### src/cartridge_bank_mapper_irq_unit_macros.svh
// Assertion macros for the cartridge bank mapper IRQ unit.
`ifndef CARTRIDGE_BANK_MAPPER_IRQ_UNIT_MACROS_SVH
`define CARTRIDGE_BANK_MAPPER_IRQ_UNIT_MACROS_SVH
`ifndef SYNTHESIS
// Same-cycle implication, checked on clk, held off during reset.
`define CBM_ASSERT_NOW(label, ante, cons) \
  label: assert property (@(posedge clk) disable iff (rst) (ante) |-> (cons)) \
    else $error("cbm assertion failed");
// Next-cycle implication, checked on clk, held off during reset.
`define CBM_ASSERT_NEXT(label, ante, cons) \
  label: assert property (@(posedge clk) disable iff (rst) (ante) |=> (cons)) \
    else $error("cbm assertion failed");
`else
`define CBM_ASSERT_NOW(label, ante, cons)
`define CBM_ASSERT_NEXT(label, ante, cons)
`endif
`endif

### src/cbm_pkg.sv
// Shared types and constants of the cartridge bank mapper IRQ unit.
`timescale 1ns / 1ps

package cbm_pkg;

  // Request codes of an input beat.
  typedef enum logic [2:0] {
    REQ_WRITE     = 3'd0,
    REQ_LOW_READ  = 3'd1,
    REQ_TICK      = 3'd2,
    REQ_CPU_XLATE = 3'd3,
    REQ_PPU_XLATE = 3'd4
  } req_t;

  // PRG modes, taken from mode bits 1:0.
  localparam logic [1:0] PRG_MODE_PAIRS = 2'd1;
  localparam logic [1:0] PRG_MODE_FIXED = 2'd2;

  // CHR page sizes, taken from mode bits 4:3.
  localparam logic [1:0] CHR_MODE_8K = 2'd0;
  localparam logic [1:0] CHR_MODE_4K = 2'd1;
  localparam logic [1:0] CHR_MODE_2K = 2'd2;
  localparam logic [1:0] CHR_MODE_1K = 2'd3;

  // Exact addresses of the low region.
  localparam logic [15:0] ADDR_TOGGLE = 16'h5000;
  localparam logic [15:0] ADDR_MUL_LO = 16'h5800;
  localparam logic [15:0] ADDR_MUL_HI = 16'h5801;
  localparam logic [15:0] ADDR_SPARE  = 16'h5803;

  // Decoded write addresses, compared after masking.
  localparam logic [15:0] DEC_MASK      = 16'hF007;
  localparam logic [15:0] DEC_PRG_BASE  = 16'h8000;
  localparam logic [15:0] DEC_CHR_BASE  = 16'h9000;
  localparam logic [15:0] DEC_IRQ_OFF   = 16'hC002;
  localparam logic [15:0] DEC_IRQ_ON_A  = 16'hC003;
  localparam logic [15:0] DEC_IRQ_ON_B  = 16'hC004;
  localparam logic [15:0] DEC_IRQ_LATCH = 16'hC005;
  localparam logic [15:0] DEC_MODE      = 16'hE000;

  // Toggle byte, never written.
  localparam logic [7:0] TOGGLE_BYTE = 8'hFF;

  // Reset values.
  localparam logic [8:0] ROM_BANKS_RESET = 9'd32;
  localparam logic [8:0] PRG_LAST_RESET  = 9'd31;

  // Bank select and window arrays.
  typedef logic [3:0][7:0]  prg_sel_t;
  typedef logic [7:0][7:0]  chr_sel_t;
  typedef logic [3:0][8:0]  prg_win_t;
  typedef logic [7:0][10:0] chr_win_t;

  // One result beat.
  typedef struct packed {
    logic [7:0]  read_data;
    logic [10:0] bank_number;
    logic        irq_assert;
  } result_t;

endpackage

### src/cbm_window_calc.sv
// Bank window computation for the PRG and CHR groups from the current mode.
`timescale 1ns / 1ps

module cbm_window_calc import cbm_pkg::*; (
  input  logic [7:0] mode,
  input  logic [8:0] rom_banks,
  input  prg_sel_t   prg_sel,
  input  chr_sel_t   chr_sel,
  output prg_win_t   prg_win,
  output logic       prg_apply,
  output chr_win_t   chr_win
);

  // PRG windows: paired 8K banks or three banks plus a fixed last bank; other modes are not applied.
  always_comb begin
    prg_win   = '0;
    prg_apply = 1'b0;
    case (mode[1:0])
      PRG_MODE_PAIRS: begin
        prg_apply  = 1'b1;
        prg_win[0] = {prg_sel[0], 1'b0};
        prg_win[1] = {prg_sel[0], 1'b1};
        prg_win[2] = {prg_sel[2], 1'b0};
        prg_win[3] = {prg_sel[2], 1'b1};
      end
      PRG_MODE_FIXED: begin
        prg_apply  = 1'b1;
        prg_win[0] = {1'b0, prg_sel[0]};
        prg_win[1] = {1'b0, prg_sel[1]};
        prg_win[2] = {1'b0, prg_sel[2]};
        prg_win[3] = rom_banks - 9'd1;
      end
      default: begin
        prg_apply = 1'b0;
      end
    endcase
  end

  // CHR windows: each 1K slot takes its page select and its offset in the page.
  always_comb begin
    logic [2:0] slot;
    chr_win = '0;
    for (int i = 0; i < 8; i++) begin
      slot = 3'(i);
      case (mode[4:3])
        CHR_MODE_8K: chr_win[i] = {chr_sel[0], slot};
        CHR_MODE_4K: chr_win[i] = {1'b0, chr_sel[{slot[2], 2'b00}], slot[1:0]};
        CHR_MODE_2K: chr_win[i] = {2'b00, chr_sel[{slot[2:1], 1'b0}], slot[0]};
        CHR_MODE_1K: chr_win[i] = {3'b000, chr_sel[slot]};
        default:     chr_win[i] = '0;
      endcase
    end
  end

endmodule

### src/cbm_out_buffer.sv
// Output register with a skid stage, so a new beat is taken while a result waits.
`timescale 1ns / 1ps

module cbm_out_buffer import cbm_pkg::*; (
  input  logic    clk,
  input  logic    rst,
  input  logic    load,
  input  result_t load_data,
  output logic    full,
  output logic    out_valid,
  input  logic    out_stall,
  output result_t out_data
);

  logic    skid_valid;
  result_t skid_data;
  logic    head_free;

  assign head_free = !out_valid || !out_stall;
  assign full      = skid_valid;

  // Valid flags: the skid drains into the head first; the source waits while it is full.
  always_ff @(posedge clk) begin
    if (rst) begin
      out_valid  <= 1'b0;
      skid_valid <= 1'b0;
    end else if (head_free) begin
      out_valid  <= skid_valid || load;
      skid_valid <= 1'b0;
    end else if (load) begin
      skid_valid <= 1'b1;
    end
  end

  // Payload registers.
  always_ff @(posedge clk) begin
    if (head_free) begin
      if (skid_valid) begin
        out_data <= skid_data;
      end else if (load) begin
        out_data <= load_data;
      end
    end else if (load) begin
      skid_data <= load_data;
    end
  end

endmodule

### src/cartridge_bank_mapper_irq_unit.sv
// Top level of the cartridge bank mapper with multiplier and scanline IRQ counter.
//
//   channel | direction | handshake             | payload
//   --------+-----------+-----------------------+------------------------------------
//   cfg     | in        | cfg_we                | cfg_wdata (rom_banks_8k)
//   in      | in        | in_valid / in_stall   | req_type, address, write_data
//   out     | out       | out_valid / out_stall | read_data, bank_number, irq_assert
//
// Every accepted beat yields one registered result beat; one beat per cycle unless stalled.
// The mapper state is updated at the edge that accepts the beat, so the next beat sees it.
// A two-entry output stage (register plus skid) takes one more beat while the output
// is stalled; in_stall rises only while the skid entry is occupied, and stays high until
// the skid drains into the output register once the stall ends.
// Synchronous active-high reset restores all bank, mode and IRQ state.
`timescale 1ns / 1ps
`include "cartridge_bank_mapper_irq_unit_macros.svh"

module cartridge_bank_mapper_irq_unit import cbm_pkg::*; (
  input  logic        clk,
  input  logic        rst,
  input  logic        cfg_we,
  input  logic [8:0]  cfg_wdata,
  input  logic        in_valid,
  output logic        in_stall,
  input  logic [2:0]  req_type,
  input  logic [15:0] address,
  input  logic [7:0]  write_data,
  output logic        out_valid,
  input  logic        out_stall,
  output logic [7:0]  read_data,
  output logic [10:0] bank_number,
  output logic        irq_assert
);

  // Mapper state.
  logic [8:0] rom_banks;
  prg_sel_t   prg_select;
  chr_sel_t   chr_select;
  logic [7:0] mode_reg;
  prg_win_t   prg_window;
  chr_win_t   chr_window;
  logic [7:0] mul_op0;
  logic [7:0] mul_op1;
  logic [7:0] spare_byte;
  logic [7:0] irq_reload;
  logic [7:0] irq_count;
  logic       irq_armed;

  // Next values and decode.
  prg_sel_t    prg_select_next;
  chr_sel_t    chr_select_next;
  prg_win_t    prg_calc;
  chr_win_t    chr_calc;
  logic        prg_apply;
  logic [7:0]  mode_reg_next;
  logic [7:0]  mul_op0_next;
  logic [7:0]  mul_op1_next;
  logic [7:0]  spare_byte_next;
  logic [7:0]  irq_reload_next;
  logic [7:0]  irq_count_next;
  logic        irq_armed_next;
  logic        prg_hit;
  logic        chr_hit;
  logic [15:0] dec_addr;
  logic [15:0] product;
  logic [7:0]  count_dec;
  logic        in_accept;
  logic        buf_full;
  result_t     result;
  result_t     out_data;

  assign in_stall  = buf_full;
  assign in_accept = in_valid && !buf_full;
  assign dec_addr  = address & DEC_MASK;
  assign product   = 16'(mul_op0) * 16'(mul_op1);
  assign count_dec = (irq_count != 8'd0) ? irq_count - 8'd1 : 8'd0;

  // Request decode: next state and result for the beat at the input.
  always_comb begin
    logic exact;
    prg_select_next = prg_select;
    chr_select_next = chr_select;
    mode_reg_next   = mode_reg;
    mul_op0_next    = mul_op0;
    mul_op1_next    = mul_op1;
    spare_byte_next = spare_byte;
    irq_reload_next = irq_reload;
    irq_count_next  = irq_count;
    irq_armed_next  = irq_armed;
    prg_hit         = 1'b0;
    chr_hit         = 1'b0;
    result          = '0;
    exact = (address == ADDR_MUL_LO) || (address == ADDR_MUL_HI) || (address == ADDR_SPARE);
    unique case (req_type)
      REQ_WRITE: begin
        if (address == ADDR_MUL_LO) begin
          mul_op0_next = write_data;
        end else if (address == ADDR_MUL_HI) begin
          mul_op1_next = write_data;
        end else if (address == ADDR_SPARE) begin
          spare_byte_next = write_data;
        end
        if (!exact) begin
          if (dec_addr[15:2] == DEC_PRG_BASE[15:2]) begin
            prg_hit = 1'b1;
            prg_select_next[address[1:0]] = write_data;
          end else if (dec_addr[15:3] == DEC_CHR_BASE[15:3]) begin
            chr_hit = 1'b1;
            chr_select_next[address[2:0]] = write_data;
          end else if (dec_addr == DEC_IRQ_OFF) begin
            irq_armed_next = 1'b0;
          end else if (dec_addr == DEC_IRQ_ON_A || dec_addr == DEC_IRQ_ON_B) begin
            if (!irq_armed) begin
              irq_armed_next = 1'b1;
              irq_count_next = irq_reload;
            end
          end else if (dec_addr == DEC_IRQ_LATCH) begin
            irq_count_next  = write_data;
            irq_reload_next = write_data;
          end else if (dec_addr == DEC_MODE) begin
            mode_reg_next = write_data;
          end
        end
      end
      REQ_LOW_READ: begin
        if (address == ADDR_TOGGLE) begin
          result.read_data = TOGGLE_BYTE;
        end else if (address == ADDR_MUL_LO) begin
          result.read_data = product[7:0];
        end else if (address == ADDR_MUL_HI) begin
          result.read_data = product[15:8];
        end else if (address == ADDR_SPARE) begin
          result.read_data = spare_byte;
        end
      end
      REQ_TICK: begin
        irq_count_next = count_dec;
        if (count_dec == 8'd0) begin
          result.irq_assert = irq_armed;
          irq_armed_next    = 1'b0;
        end
      end
      REQ_CPU_XLATE: begin
        if (address[15]) begin
          result.bank_number = {2'b00, prg_window[address[14:13]]};
        end
      end
      REQ_PPU_XLATE: begin
        if (address[15:13] == 3'd0) begin
          result.bank_number = chr_window[address[12:10]];
        end
      end
      default: begin
        result = '0;
      end
    endcase
  end

  // Window computation for the group that a bank write touches.
  cbm_window_calc u_window_calc (
    .mode      (mode_reg),
    .rom_banks (rom_banks),
    .prg_sel   (prg_select_next),
    .chr_sel   (chr_select_next),
    .prg_win   (prg_calc),
    .prg_apply (prg_apply),
    .chr_win   (chr_calc)
  );

  // Configuration register.
  always_ff @(posedge clk) begin
    if (rst) begin
      rom_banks <= ROM_BANKS_RESET;
    end else if (cfg_we) begin
      rom_banks <= cfg_wdata;
    end
  end

  // State update on an accepted beat.
  always_ff @(posedge clk) begin
    if (rst) begin
      prg_select <= '0;
      for (int i = 0; i < 8; i++) begin
        chr_select[i] <= 8'(i);
        chr_window[i] <= 11'(i);
      end
      mode_reg      <= '0;
      prg_window[0] <= 9'd0;
      prg_window[1] <= 9'd1;
      prg_window[2] <= 9'd2;
      prg_window[3] <= PRG_LAST_RESET;
      mul_op0       <= '0;
      mul_op1       <= '0;
      spare_byte    <= '0;
      irq_reload    <= '0;
      irq_count     <= '0;
      irq_armed     <= 1'b0;
    end else if (in_accept) begin
      prg_select <= prg_select_next;
      chr_select <= chr_select_next;
      mode_reg   <= mode_reg_next;
      mul_op0    <= mul_op0_next;
      mul_op1    <= mul_op1_next;
      spare_byte <= spare_byte_next;
      irq_reload <= irq_reload_next;
      irq_count  <= irq_count_next;
      irq_armed  <= irq_armed_next;
      if (prg_hit && prg_apply) begin
        prg_window <= prg_calc;
      end
      if (chr_hit) begin
        chr_window <= chr_calc;
      end
    end
  end

  // Result register and skid stage.
  cbm_out_buffer u_out_buffer (
    .clk       (clk),
    .rst       (rst),
    .load      (in_accept),
    .load_data (result),
    .full      (buf_full),
    .out_valid (out_valid),
    .out_stall (out_stall),
    .out_data  (out_data)
  );

  assign read_data   = out_data.read_data;
  assign bank_number = out_data.bank_number;
  assign irq_assert  = out_data.irq_assert;

  // Checks on the output stage and the IRQ counter.
  `CBM_ASSERT_NOW(a_skid_needs_head, buf_full, out_valid)
  `CBM_ASSERT_NEXT(a_stall_fills_skid, in_accept && out_valid && out_stall, buf_full)
  `CBM_ASSERT_NEXT(a_irq_one_shot, in_accept && req_type == REQ_TICK && irq_count <= 8'd1, !irq_armed)
  `CBM_ASSERT_NOW(a_one_field_live, out_valid, read_data == 8'd0 || bank_number == 11'd0)

endmodule

### config.mk
export PLATFORM = sky130hd
export DESIGN_NAME = cartridge_bank_mapper_irq_unit
export DESIGN_NICKNAME = d
export VERILOG_FILES = /design/src/cbm_pkg.sv /design/src/cbm_window_calc.sv /design/src/cbm_out_buffer.sv /design/src/cartridge_bank_mapper_irq_unit.sv
export VERILOG_INCLUDE_DIRS = /design/src /design/src/src
export SDC_FILE = /design/constraint.sdc
export NUM_CORES = 1
export LEC_CHECK = 0
export ABC_AREA = 1
export BUFFER_PORTS_ARGS = -buffer_cell sky130_fd_sc_hd__buf_2
export CORE_ASPECT_RATIO = 1.4
export CORE_UTILIZATION = 55
export CTS_CLUSTER_DIAMETER = 40
export CTS_CLUSTER_SIZE = 10
export DETAILED_ROUTE_END_ITERATION = 6
export PLACE_DENSITY = 0.72
export SLEW_MARGIN = 5
export SYNTH_ARGS = -nofsm -noshare
export SYNTH_HDL_FRONTEND = slang
export SYNTH_SLANG_ARGS = --single-unit
### constraint.sdc
create_clock -name clk -period 4.48 [get_ports clk]
set_input_delay 0.672 -clock clk [delete_from_list [all_inputs] [get_ports clk]]
set_output_delay 0.672 -clock clk [all_outputs]
set_load 0.05 [all_outputs]
Yosys cells after proc, flatten, opt, wreduce, memory -nomap -nowiden --
Cells that the tools add are included.
Cells by class: bitwise logic cells 9, reductions and logical operators 33, $lt $le $gt $ge 6, divide/modulo/power cells 0, $add $sub $neg 2, shift-type cells 0, multiplexer cells 62, equal/unequal tests 28, $mul 1
Operators by type and width (number):
- 11-bit case mux with 4 select lines | 8
- 64-bit two-way mux | 4
- 8-bit two-way mux | 15
- 24-bit two-way mux | 3
- 36-bit case mux with 2 select lines | 1
- 64-bit bitwise mux | 1
- 16-bit by 15-bit == test with 1-bit output (second input constant) | 4
- 20-bit two-way mux | 2
- 7-bit == test (second input constant) | 5
- 11-bit binary-select mux with 3-bit select | 1
- 32-bit bitwise mux | 1
- 8-bit demux with 3-bit select | 1
- 11-bit two-way mux | 2
- 11-bit case mux with 2 select lines | 1
- 9-bit binary-select mux with 2-bit select | 1
- 9-bit two-way mux | 2
- 8-bit demux with 2-bit select | 1
- 8-bit by 8-bit multiplier with 16-bit output | 1
- 1-bit two-way mux | 16
- 8-bit case mux with 2 select lines | 1
- 8-bit AND reduction | 2
- 2-bit inequality test (second input constant) | 5
- 3-bit inequality test (second input constant) | 3
- 1-bit NOT | 9
- 29 further kinds | 51
Storage, ports and cells: output and inout port bits 22, memory bits (read-only) 0, memory bits (writable) 0, flip-flop bits (word level) 317, bits in latches 0, memories kept 0, bits of input ports 41, word-level logic and storage cells 181

Depth between registers and ports, before layout --
Gate-level depths: netlist (run 1).
word-level depth 10, mapped depth 23, gate-level depth less buffers 22

Modules after synthesis --
A second synthesis (run 1) with hierarchy kept.
Unflattened totals: cells, all modules 2843, area total of the unflattened synthesis 18933.2 µm²
Modules (own cells, without submodules):
- cartridge_bank_mapper_irq_unit | sequential area each 5565.3 µm², times used 1, cells each 2391, area an instance 15745.1 µm²
- cbm_window_calc | sequential area each 0.0 µm², times used 1, cells each 338, area an instance 1635.3 µm²
- cbm_out_buffer | sequential area each 1241.2 µm², times used 1, cells each 114, area an instance 1552.7 µm²

Least setup slack after synthesis (run 1) --
No wires, ideal clock.
path type register to register, start reg mul_op1[2], end reg u_out_buffer.out_data[18] (netlist name), arrival time 3702 ps, path slack 511 ps, path buffers 1, period minus slack after synthesis 3969 ps, data required time 4213 ps, stages on the path, launching flop included 20, setup time 267 ps, cells stage by stage dfxtp_1 -> clkbuf_1 -> nand2_1 -> fa_1 -> fa_1 -> inv_1 -> fa_1 -> inv_1 -> fa_1 -> inv_1 -> ha_1 -> nand2_1 -> nor2_1 -> nand3_1 -> nand3_1 -> nand2_1 -> nand3_1 -> nand3_1 -> nand2_1 -> a21oi_1
On the way: longest elaborated chain between the ends 7
Ends and longest elaborated chain:
- start: declaration | RTL line cartridge_bank_mapper_irq_unit.sv:43 | logic [7:0] mul_op1;
- start signal: assignment | RTL line cartridge_bank_mapper_irq_unit.sv:203 | mul_op1 <= mul_op1_next;
- 8-bit by 8-bit multiplier with 16-bit output (*) | RTL line cartridge_bank_mapper_irq_unit.sv:75 | assign product = 16'(mul_op0) * 16'(mul_op1);
- 8-bit two-way mux | RTL line cartridge_bank_mapper_irq_unit.sv:130 | end else if (address == ADDR_MUL_HI) begin
- 8-bit two-way mux (*) | RTL line cartridge_bank_mapper_irq_unit.sv:128 | end else if (address == ADDR_MUL_LO) begin
- 8-bit two-way mux (*) | RTL line cartridge_bank_mapper_irq_unit.sv:126 | if (address == ADDR_TOGGLE) begin
- 8-bit two-way mux (*) | RTL line cartridge_bank_mapper_irq_unit.sv:94 | unique case (req_type)
- 20-bit two-way mux (*) | RTL line cbm_out_buffer.sv:40 | end else if (load) begin
- 20-bit two-way mux (*) | RTL line cbm_out_buffer.sv:38 | if (skid_valid) begin
Mark *: on every way between the ends. The rest lies on a longest branch, timed or not. The select of a mux whose other input is x is not followed. A chain may end at the register's enable or synchronous reset.

Worst setup path after layout (run 1) --
start reg mul_op1[7], end reg u_out_buffer.out_data[15] (netlist name)
On the way: longest elaborated chain between the ends 7
Ends and longest elaborated chain (RTL line):
- 8-bit by 8-bit multiplier with 16-bit output | cartridge_bank_mapper_irq_unit.sv:75
- 8-bit two-way mux | cartridge_bank_mapper_irq_unit.sv:130
- 8-bit two-way mux | cartridge_bank_mapper_irq_unit.sv:128
- 8-bit two-way mux | cartridge_bank_mapper_irq_unit.sv:126
- 8-bit two-way mux | cartridge_bank_mapper_irq_unit.sv:94
- 20-bit two-way mux | cbm_out_buffer.sv:40
- 20-bit two-way mux | cbm_out_buffer.sv:38
No other way between the ends. The select of a mux whose other input is x is not followed.

==> results of run 1 <==
==> worst paths after layout <==
path	from	end	cells past startpoint	slack (ns)
worst max-delay path	mul_op1[7]$_SDFFE_PP0P_	u_out_buffer.out_data[15]$_DFFE_PP_	18	0.28
worst min register to register	spare_byte[5]$_SDFFE_PP0P_	spare_byte[5]$_SDFFE_PP0P_	2	0.46
worst max register to register	mul_op1[7]$_SDFFE_PP0P_	u_out_buffer.out_data[15]$_DFFE_PP_	18	0.28
worst min-delay path	cfg_wdata[5]	rom_banks[5]$_SDFFE_PP1P_	3	0.36
==> cell usage in the layout, fill, tap and decap left out, drive strengths merged, types with 9 or more instances in the layout <==
cell type / synthesis / final
o22ai: 9 / 9
nand3: 125 / 125
nor3: 18 / 18
nand2: 601 / 601
buf: 34 / 80
clkbuf: 99 / 51
ha: 40 / 40
edfxtp: 40 / 40
fa: 36 / 36
inv: 368 / 371
a22oi: 11 / 11
o221ai: 11 / 11
nor2: 237 / 237
a21oi: 221 / 221
clkinv: 7 / 13
nand4: 14 / 14
o211ai: 39 / 39
a211oi: 10 / 10
o21ai: 275 / 275
dfxtp: 250 / 250
==> stage by stage <==
stage | worst slack [ns] | hold WS [ns] | util (%)
after global placement | 0.241 | 0.448 | 57.4
after CTS | 0.179 | 0.345 | 61.3
final | 0.283 | 0.356 | 61.4
after detailed placement | 0.204 | 0.451 | 57.4
after floorplan | 0.511 | 0.434 | -
after global routing | 0.0104 | 0.370 | 61.4
==> cells by family (layout without fill, tap and decap cells) <==
group | after synthesis | count (layout) | share of synthesized area [%]
and+or+nand+nor | 1004 | 1004 | 24.9
xor gates and xnor gates | 6 | 6 | 0.311
adders and majority gates | 76 | 76 | 7.23
DFF | 290 | 290 | 36.7
AOI/OAI and AO/OA | 592 | 592 | 19.0
muxes | 3 | 3 | 0.178
buffers and inverters | 508 | 516 | 11.7
==> critical path, delay by kind of cell, from the launching register on <==
kind	cells	cell delay, ns
flip-flops	1	0.54
AND/OR/NAND/NOR	9	0.91
buffers and inverters	3	0.17
AO/OA/AOI/OAI	1	0.07
adder cells (fa/ha/maj)	5	2.25
==> power breakdown <==
group / internal (mW) / switching, mW
clock: 1.77 / 1.17
combinational: 0.150 / 0.428
sequential: 2.71 / 0.0348
total: 4.64 / 1.63
==> timing repair <==
action / CTS / global route
setup endpoints to repair: 0 / 15
hold buffers: 0 / 0
gates resized for setup: 0 / 12
==> metal layers <==
metal  GRT usage, %  wire length (um)  vias to the layer above
li1               -                 -                     7952
met1           41.2             20600                     7528
met2           53.7             23500                      648
met3           5.78              4130                      154
met4           17.1              2730                        0
met5              0                 0                        -
==> layout make-up <==
type	count	share of cell area, %
timing repair buffer	80	2.42
sequential	290	33.7
inverter	375	7.62
clock buffer	51	5.92
multi-input combinational	1681	47.2
tap	385	2.61
clock inverter	10	0.548
==> impl_results.md, run 1 <==
- Slowest cell delay on critical path: around 0.54 ns
- Yosys top cell area share: 29.6%
- Footprint of the multi-input gates: 8730 um^2
- Startpoint types: flip-flop
- Ant. Diodes: 0
- F_max: ~0.24 GHz
- ANT nets after route: 0
- Longest Clk Path Bufs: 3
- Worst Tran Pin Value: 1.25 ns
- Worst Hold Class: input pin to flip-flop
- Worst vdd ir: roughly 0.00032 V
- Layout overhead on the synthesized area: 9.40%
- Die Y-Extent: 209 um
- Syn Area/Cell: 6.82 um^2
- Htree depth: 2
- GRT Total Usage: 32.9%
- Clk Latency, worst-skew pair: 0.54 ns
- Post-layout power: 6.27 mW
- Most frequent cell after synthesis: nand2_1
- Routed WL per cell: approximately 18 um
- CP Class: flip-flop to flip-flop
- CP Max Fanout: 9
- Maxcap violations: 0
- Final wirelength: approximately 51000 um
- Post-route clock skew: around 0.028 ns
- Ports: 63
- Root buf cell: clkbuf_16
- Critical Path End Type: flip-flop
- GRT Residual Overflow: 0
- Critical Path Most Common Cell: nand2_1
- WP data arrival: about 4.5 ns
- Critical-path top delay cell: dfxtp_1
- DP HPWL: 35700 um
- Largest net degree at the start of global routing: 86
- WP data required: roughly 4.8 ns
- IO Port Bufs: between 60 and 70
- 1st-iter DRT viols: between 1500 and 2000
- Final Hold Vio Count: 0
- RSZ-0062 raised after global routing: no
- First-pass GRT wire length: 80200 um
- Routability Congestion: 0.920
- Synth warn: 0
- Core Footprint: between 30000 and 40000 um^2
- Fin crit share: ~94%
- Final TNS setup: 0 ns
- FF+latch area: 6220 um^2
- Layout cells sized above 1: between 7 and 8%
- List of most frequent post-synthesis cells: nand2_1, inv_1, o21ai_0, dfxtp_1, a21oi_1
- Antenna violations before repair: 0
- Synthesized Nets: roughly 2600
- Synth area leaders: dfxtp_1, nand2_1, inv_1
- DRC: 0
- Nets: 2584
- Vias in the first global route: 15205
- Dpl cells: roughly 2800
- Die area: ~31000 um^2
- Max-slew violation count: 0
- Clock slew at reported path FFs: roughly 0.050 ns
- Most used DFF post-synth: dfxtp_1
- Largest regs: chr_window (71), chr_select (64), prg_window (35)
- Die W: roughly 150 um
- Number of flops mapped to enable cells by yosys: 40
- # clock sinks: 290
- Crit-path cells: nand2_1, inv_1, fa_1, fa_1, fa_1, inv_1, fa_1, inv_1, ha_1, nand2_1, nor2_1, nand2_1, nand3_1, nand2_1, nand3_1, nand3b_1, nand2_1, a21oi_1
- Post-synth ARST share: 0%
- Fillers: around 2800
- FF+latch count, synth: 290
- Area leader, netlist: dfxtp_1
- CTS tree: yes
- Post-layout min period: between 4 and 5 ns
- Via-per-instance ratio: roughly 5.7
- Cell Pwr Density: about 340 nW/um^2
- Cts bufs inserted: 39
- Most flop-heavy register: chr_window
- Endpoints failing setup: 0
- Max FFs per register: 71
- Leakage: just over 9 nW
- Initial Util: between 50% and 60%
- Cells after Synth: 2479
- Pre-Repair DR Iteration Count: 5
- Rel. slew slack: ~16%
- Rows: 75
- Vias: ~16000
- Seq/Total Area, Yosys: ~37%
- Finished Cell Area: approximately 18000 um^2
- Synth unique cells: ~50
- Non-filler cells, final: roughly 2900
- Placed cell areas: 17300 um^2
- Outcome: completed
- Syn Std Cell Area: around 17000 um^2
- Post-CTS Setup Inserts: 0
Note: power is estimated with default switching activity, not from simulation.
==> inputs of run 2 (changes only) <==
--- a/config.mk
+++ b/config.mk
@@ -13,3 +13,3 @@
 export CTS_CLUSTER_DIAMETER = 40
-export CTS_CLUSTER_SIZE = 10
+export CTS_CLUSTER_SIZE = 40
 export DETAILED_ROUTE_END_ITERATION = 6
--- a/constraint.sdc
+++ b/constraint.sdc
@@ -3,2 +3,2 @@
 set_output_delay 0.672 -clock clk [all_outputs]
-set_load 0.05 [all_outputs]
+set_load 0.02 [all_outputs]
==> impl_results.md, run 2 (same netlist as run 1, synthesis figures left out) <==
- Commonest non-fill, non-tap cell in the layout: nand2_1 (unchanged)
- RSZ-0062 raised after global routing: no (unchanged)
- Fin worst setup slack: 0.291 ns (was 0.283 ns)
- Vias: 16259 (was 16282)
- CP Class: flip-flop to flip-flop (unchanged)
- Pre-Repair DR Iteration Count: 6 (was 5)
- WP data required: 4.74 ns (was 4.76 ns)
- Slowest cell delay on critical path: 0.53 ns (was 0.54 ns)
- Root buf cell: clkbuf_16 (unchanged)
- # clock sinks: 290 (unchanged)
- Hold-fix buffers at CTS: 0 (unchanged)
- Family with the most delay on the worst path: adder cells (unchanged)
- Longest Clk Path Bufs: 3 (unchanged)
- Htree depth: 2 (unchanged)
- Post-layout power: 6.25 mW (was 6.27 mW)
- Maxcap violations: 0 (unchanged)
- Ant. Diodes: 0 (unchanged)
- Vias in the first global route: 15126 (was 15205)
- Final wirelength: 50900 um (was 51000 um)
- Fin crit share: 93.5% (was 93.7%)
- Post-route clock skew: 0.0146 ns (was 0.0279 ns)
- Ports: 63 (unchanged)
- GRT Total Usage: 32.7% (was 32.9%)
- First-pass GRT wire length: 79700 um (was 80200 um)
- DRC: 0 (unchanged)
- Die area: 31400 um^2 (unchanged)
- Outcome: completed (unchanged)
- Critical-path top delay cell: dfxtp_1 (unchanged)
- Largest net degree at the start of global routing: 86 (unchanged)
- CTS tree: yes (unchanged)
- Leakage: 9.08 nW (was 9.09 nW)
- Cts bufs inserted: 35 (was 39)
- Finished Cell Area: 18500 um^2 (about the same)
- Final Hold Vio Count: 0 (unchanged)
- Footprint of the multi-input gates: 8730 um^2 (unchanged)
- Die W: 150 um (unchanged)
- Commonest cells after routing, fill and taps aside: nand2_1, inv_1, o21ai_0, dfxtp_1, a21oi_1 (unchanged)
- Placed cell areas: 17300 um^2 (unchanged)
- Max-slew violation count: 0 (unchanged)
- Cell Pwr Density: 338 nW/um^2 (was 339 nW/um^2)
- FF+latch area: 6220 um^2 (unchanged)
- Layout overhead on the synthesized area: 9.46% (was 9.40%)
- Worst Hold Class: input pin to flip-flop (unchanged)
- IO Port Bufs: 62 (unchanged)
- Most flop-heavy register: chr_window (unchanged)
- Worst vdd ir: 0.000362 V (was 0.000316 V)
- Routability Congestion: 0.920 (unchanged)
- Rows: 75 (unchanged)
- Initial Util: 56.1% (unchanged)
- Core Footprint: 30100 um^2 (unchanged)
- Rel. slew slack: 16.2% (was 16.4%)
- Crit-path cells: nand2_1, inv_1, fa_1, fa_1, fa_1, inv_1, fa_1, inv_1, ha_1, nand2_1, nor2_1, nand2_1, nand2_1, nand2_1, nand3_1, nand4_1, nand2_1, a21oi_1 (was nand2_1, inv_1, fa_1, fa_1, fa_1, inv_1, fa_1, inv_1, ha_1, nand2_1, nor2_1, nand2_1, nand3_1, nand2_1, nand3_1, nand3b_1, nand2_1, a21oi_1)
- F_max: 0.239 GHz (was 0.238 GHz)
- Setup Slack @ Placement: 0.204 ns (unchanged)
- Antenna violations before repair: 0 (unchanged)
- Max FFs per register: 71 (unchanged)
- Largest regs: chr_window (71), chr_select (64), prg_window (35) (unchanged)
- CP bufs+invs: 3 (unchanged)
- CP Max Fanout: 9 (unchanged)
- GRT Residual Overflow: 0 (unchanged)
- WP data arrival: 4.44 ns (was 4.47 ns)
- Post-layout min period: 4.19 ns (was 4.20 ns)
- 1st-iter DRT viols: 1550 (was 1651)
- Layout cells sized above 1: 8.04% (was 7.84%)
- Startpoint types: flip-flop (unchanged)
- Die Y-Extent: 209 um (unchanged)
- Worst Tran Pin Value: 1.25 ns (about the same)
- Critical Path Most Common Cell: nand2_1 (unchanged)
- Clk Latency, worst-skew pair: 0.53 ns (was 0.54 ns)
- Critical Path End Type: flip-flop (unchanged)
- Endpoints failing setup: 0 (unchanged)
- Routed WL per cell: 17.7 um (was 17.8 um)
- Clock slew at reported path FFs: 0.05 ns (about the same)
- DP HPWL: 35700 um (unchanged)
- ANT nets after route: 0 (unchanged)
- Final TNS setup: 0 ns (unchanged)
- Nets: 2580 (was 2584)
- Via-per-instance ratio: 5.66 (was 5.67)
- Fillers: 2836 (was 2841)
-- run 2: changes by cell type in the layout (fill, tap and decap cells not counted) --
cell	before	now
clkinv_4	1	3
clkbuf_16	42	39
clkinvlp_4	0	5
inv_6	2	4
bufinv_16	1	2
clkbuf_8	1	3
inv_16	1	0
inv_8	0	1
clkinv_2	6	1
clkbuf_1	8	3
clkbuf_4	0	1
-- run 2: per-layer routing --
metal	up-vias	share of wire [%]	global-route usage, %
met5	-	0	0
met4	0	5.2	16.3
met3	138	7.6	4.72
met2	643	46	54.0
met1	7522	41	41.4
li1	7956	-	-
-- run 2: final timing paths --
check	from	end	slack, ns	cells past startpoint
setup reg to reg	mul_op1[7]$_SDFFE_PP0P_	u_out_buffer.out_data[14]$_DFFE_PP_	0.29	18
setup / recovery	mul_op1[7]$_SDFFE_PP0P_	u_out_buffer.out_data[14]$_DFFE_PP_	0.29	18
hold reg to reg	spare_byte[5]$_SDFFE_PP0P_	spare_byte[5]$_SDFFE_PP0P_	0.46	2
hold / removal	cfg_wdata[5]	rom_banks[5]$_SDFFE_PP1P_	0.37	3
-- run 2: cell type report --
cell class	instances	area share, %
clock inverters	15	0.920
inverters	375	7.62
multi-input cells	1681	47.2
repair buffers	80	2.42
clock buffers	46	5.60
well taps	385	2.60
flip-flops and latches	290	33.6
-- run 2: power by group --
group,switching [mW],total [mW],internal (mW)
registers,0.0350,2.75,2.71
logic,0.402,0.553,0.150
clock network,1.18,2.95,1.77
total,1.62,6.25,4.63
-- run 2: repair_timing --
| action | 4_1_cts | 5_1_grt |
|---|---|---|
| setup buffers | 0 | 0 |
| gates resized for setup | 0 | 12 |
| endpoints found under the setup margin | 0 | 15 |
-- run 2: stage by stage --
| stage | std cells | util [%] | hold slack (ns) |
|---|---|---|---|
| final | 2872 | 61.4 | 0.368 |
| after global routing | 2872 | 61.4 | 0.396 |
| after CTS | 2872 | 61.4 | 0.368 |
| after detailed placement | 2811 | 57.4 | 0.451 |
| after global placement | 2811 | 57.4 | 0.448 |
| after floorplan | 2479 | - | 0.434 |
-- run 2: worst register-to-register path: stages, from the launching register on --
cell and delay, ns:
dfxtp_1 0.53, nand2_1 0.09, inv_1 0.08, fa_1 0.43
fa_1 0.46, fa_1 0.51, inv_1 0.05, fa_1 0.47
inv_1 0.04, ha_1 0.38, nand2_1 0.12, nor2_1 0.15
nand2_1 0.09, nand2_1 0.08, nand2_1 0.05, nand3_1 0.13
nand4_1 0.10, nand2_1 0.10, a21oi_1 0.06
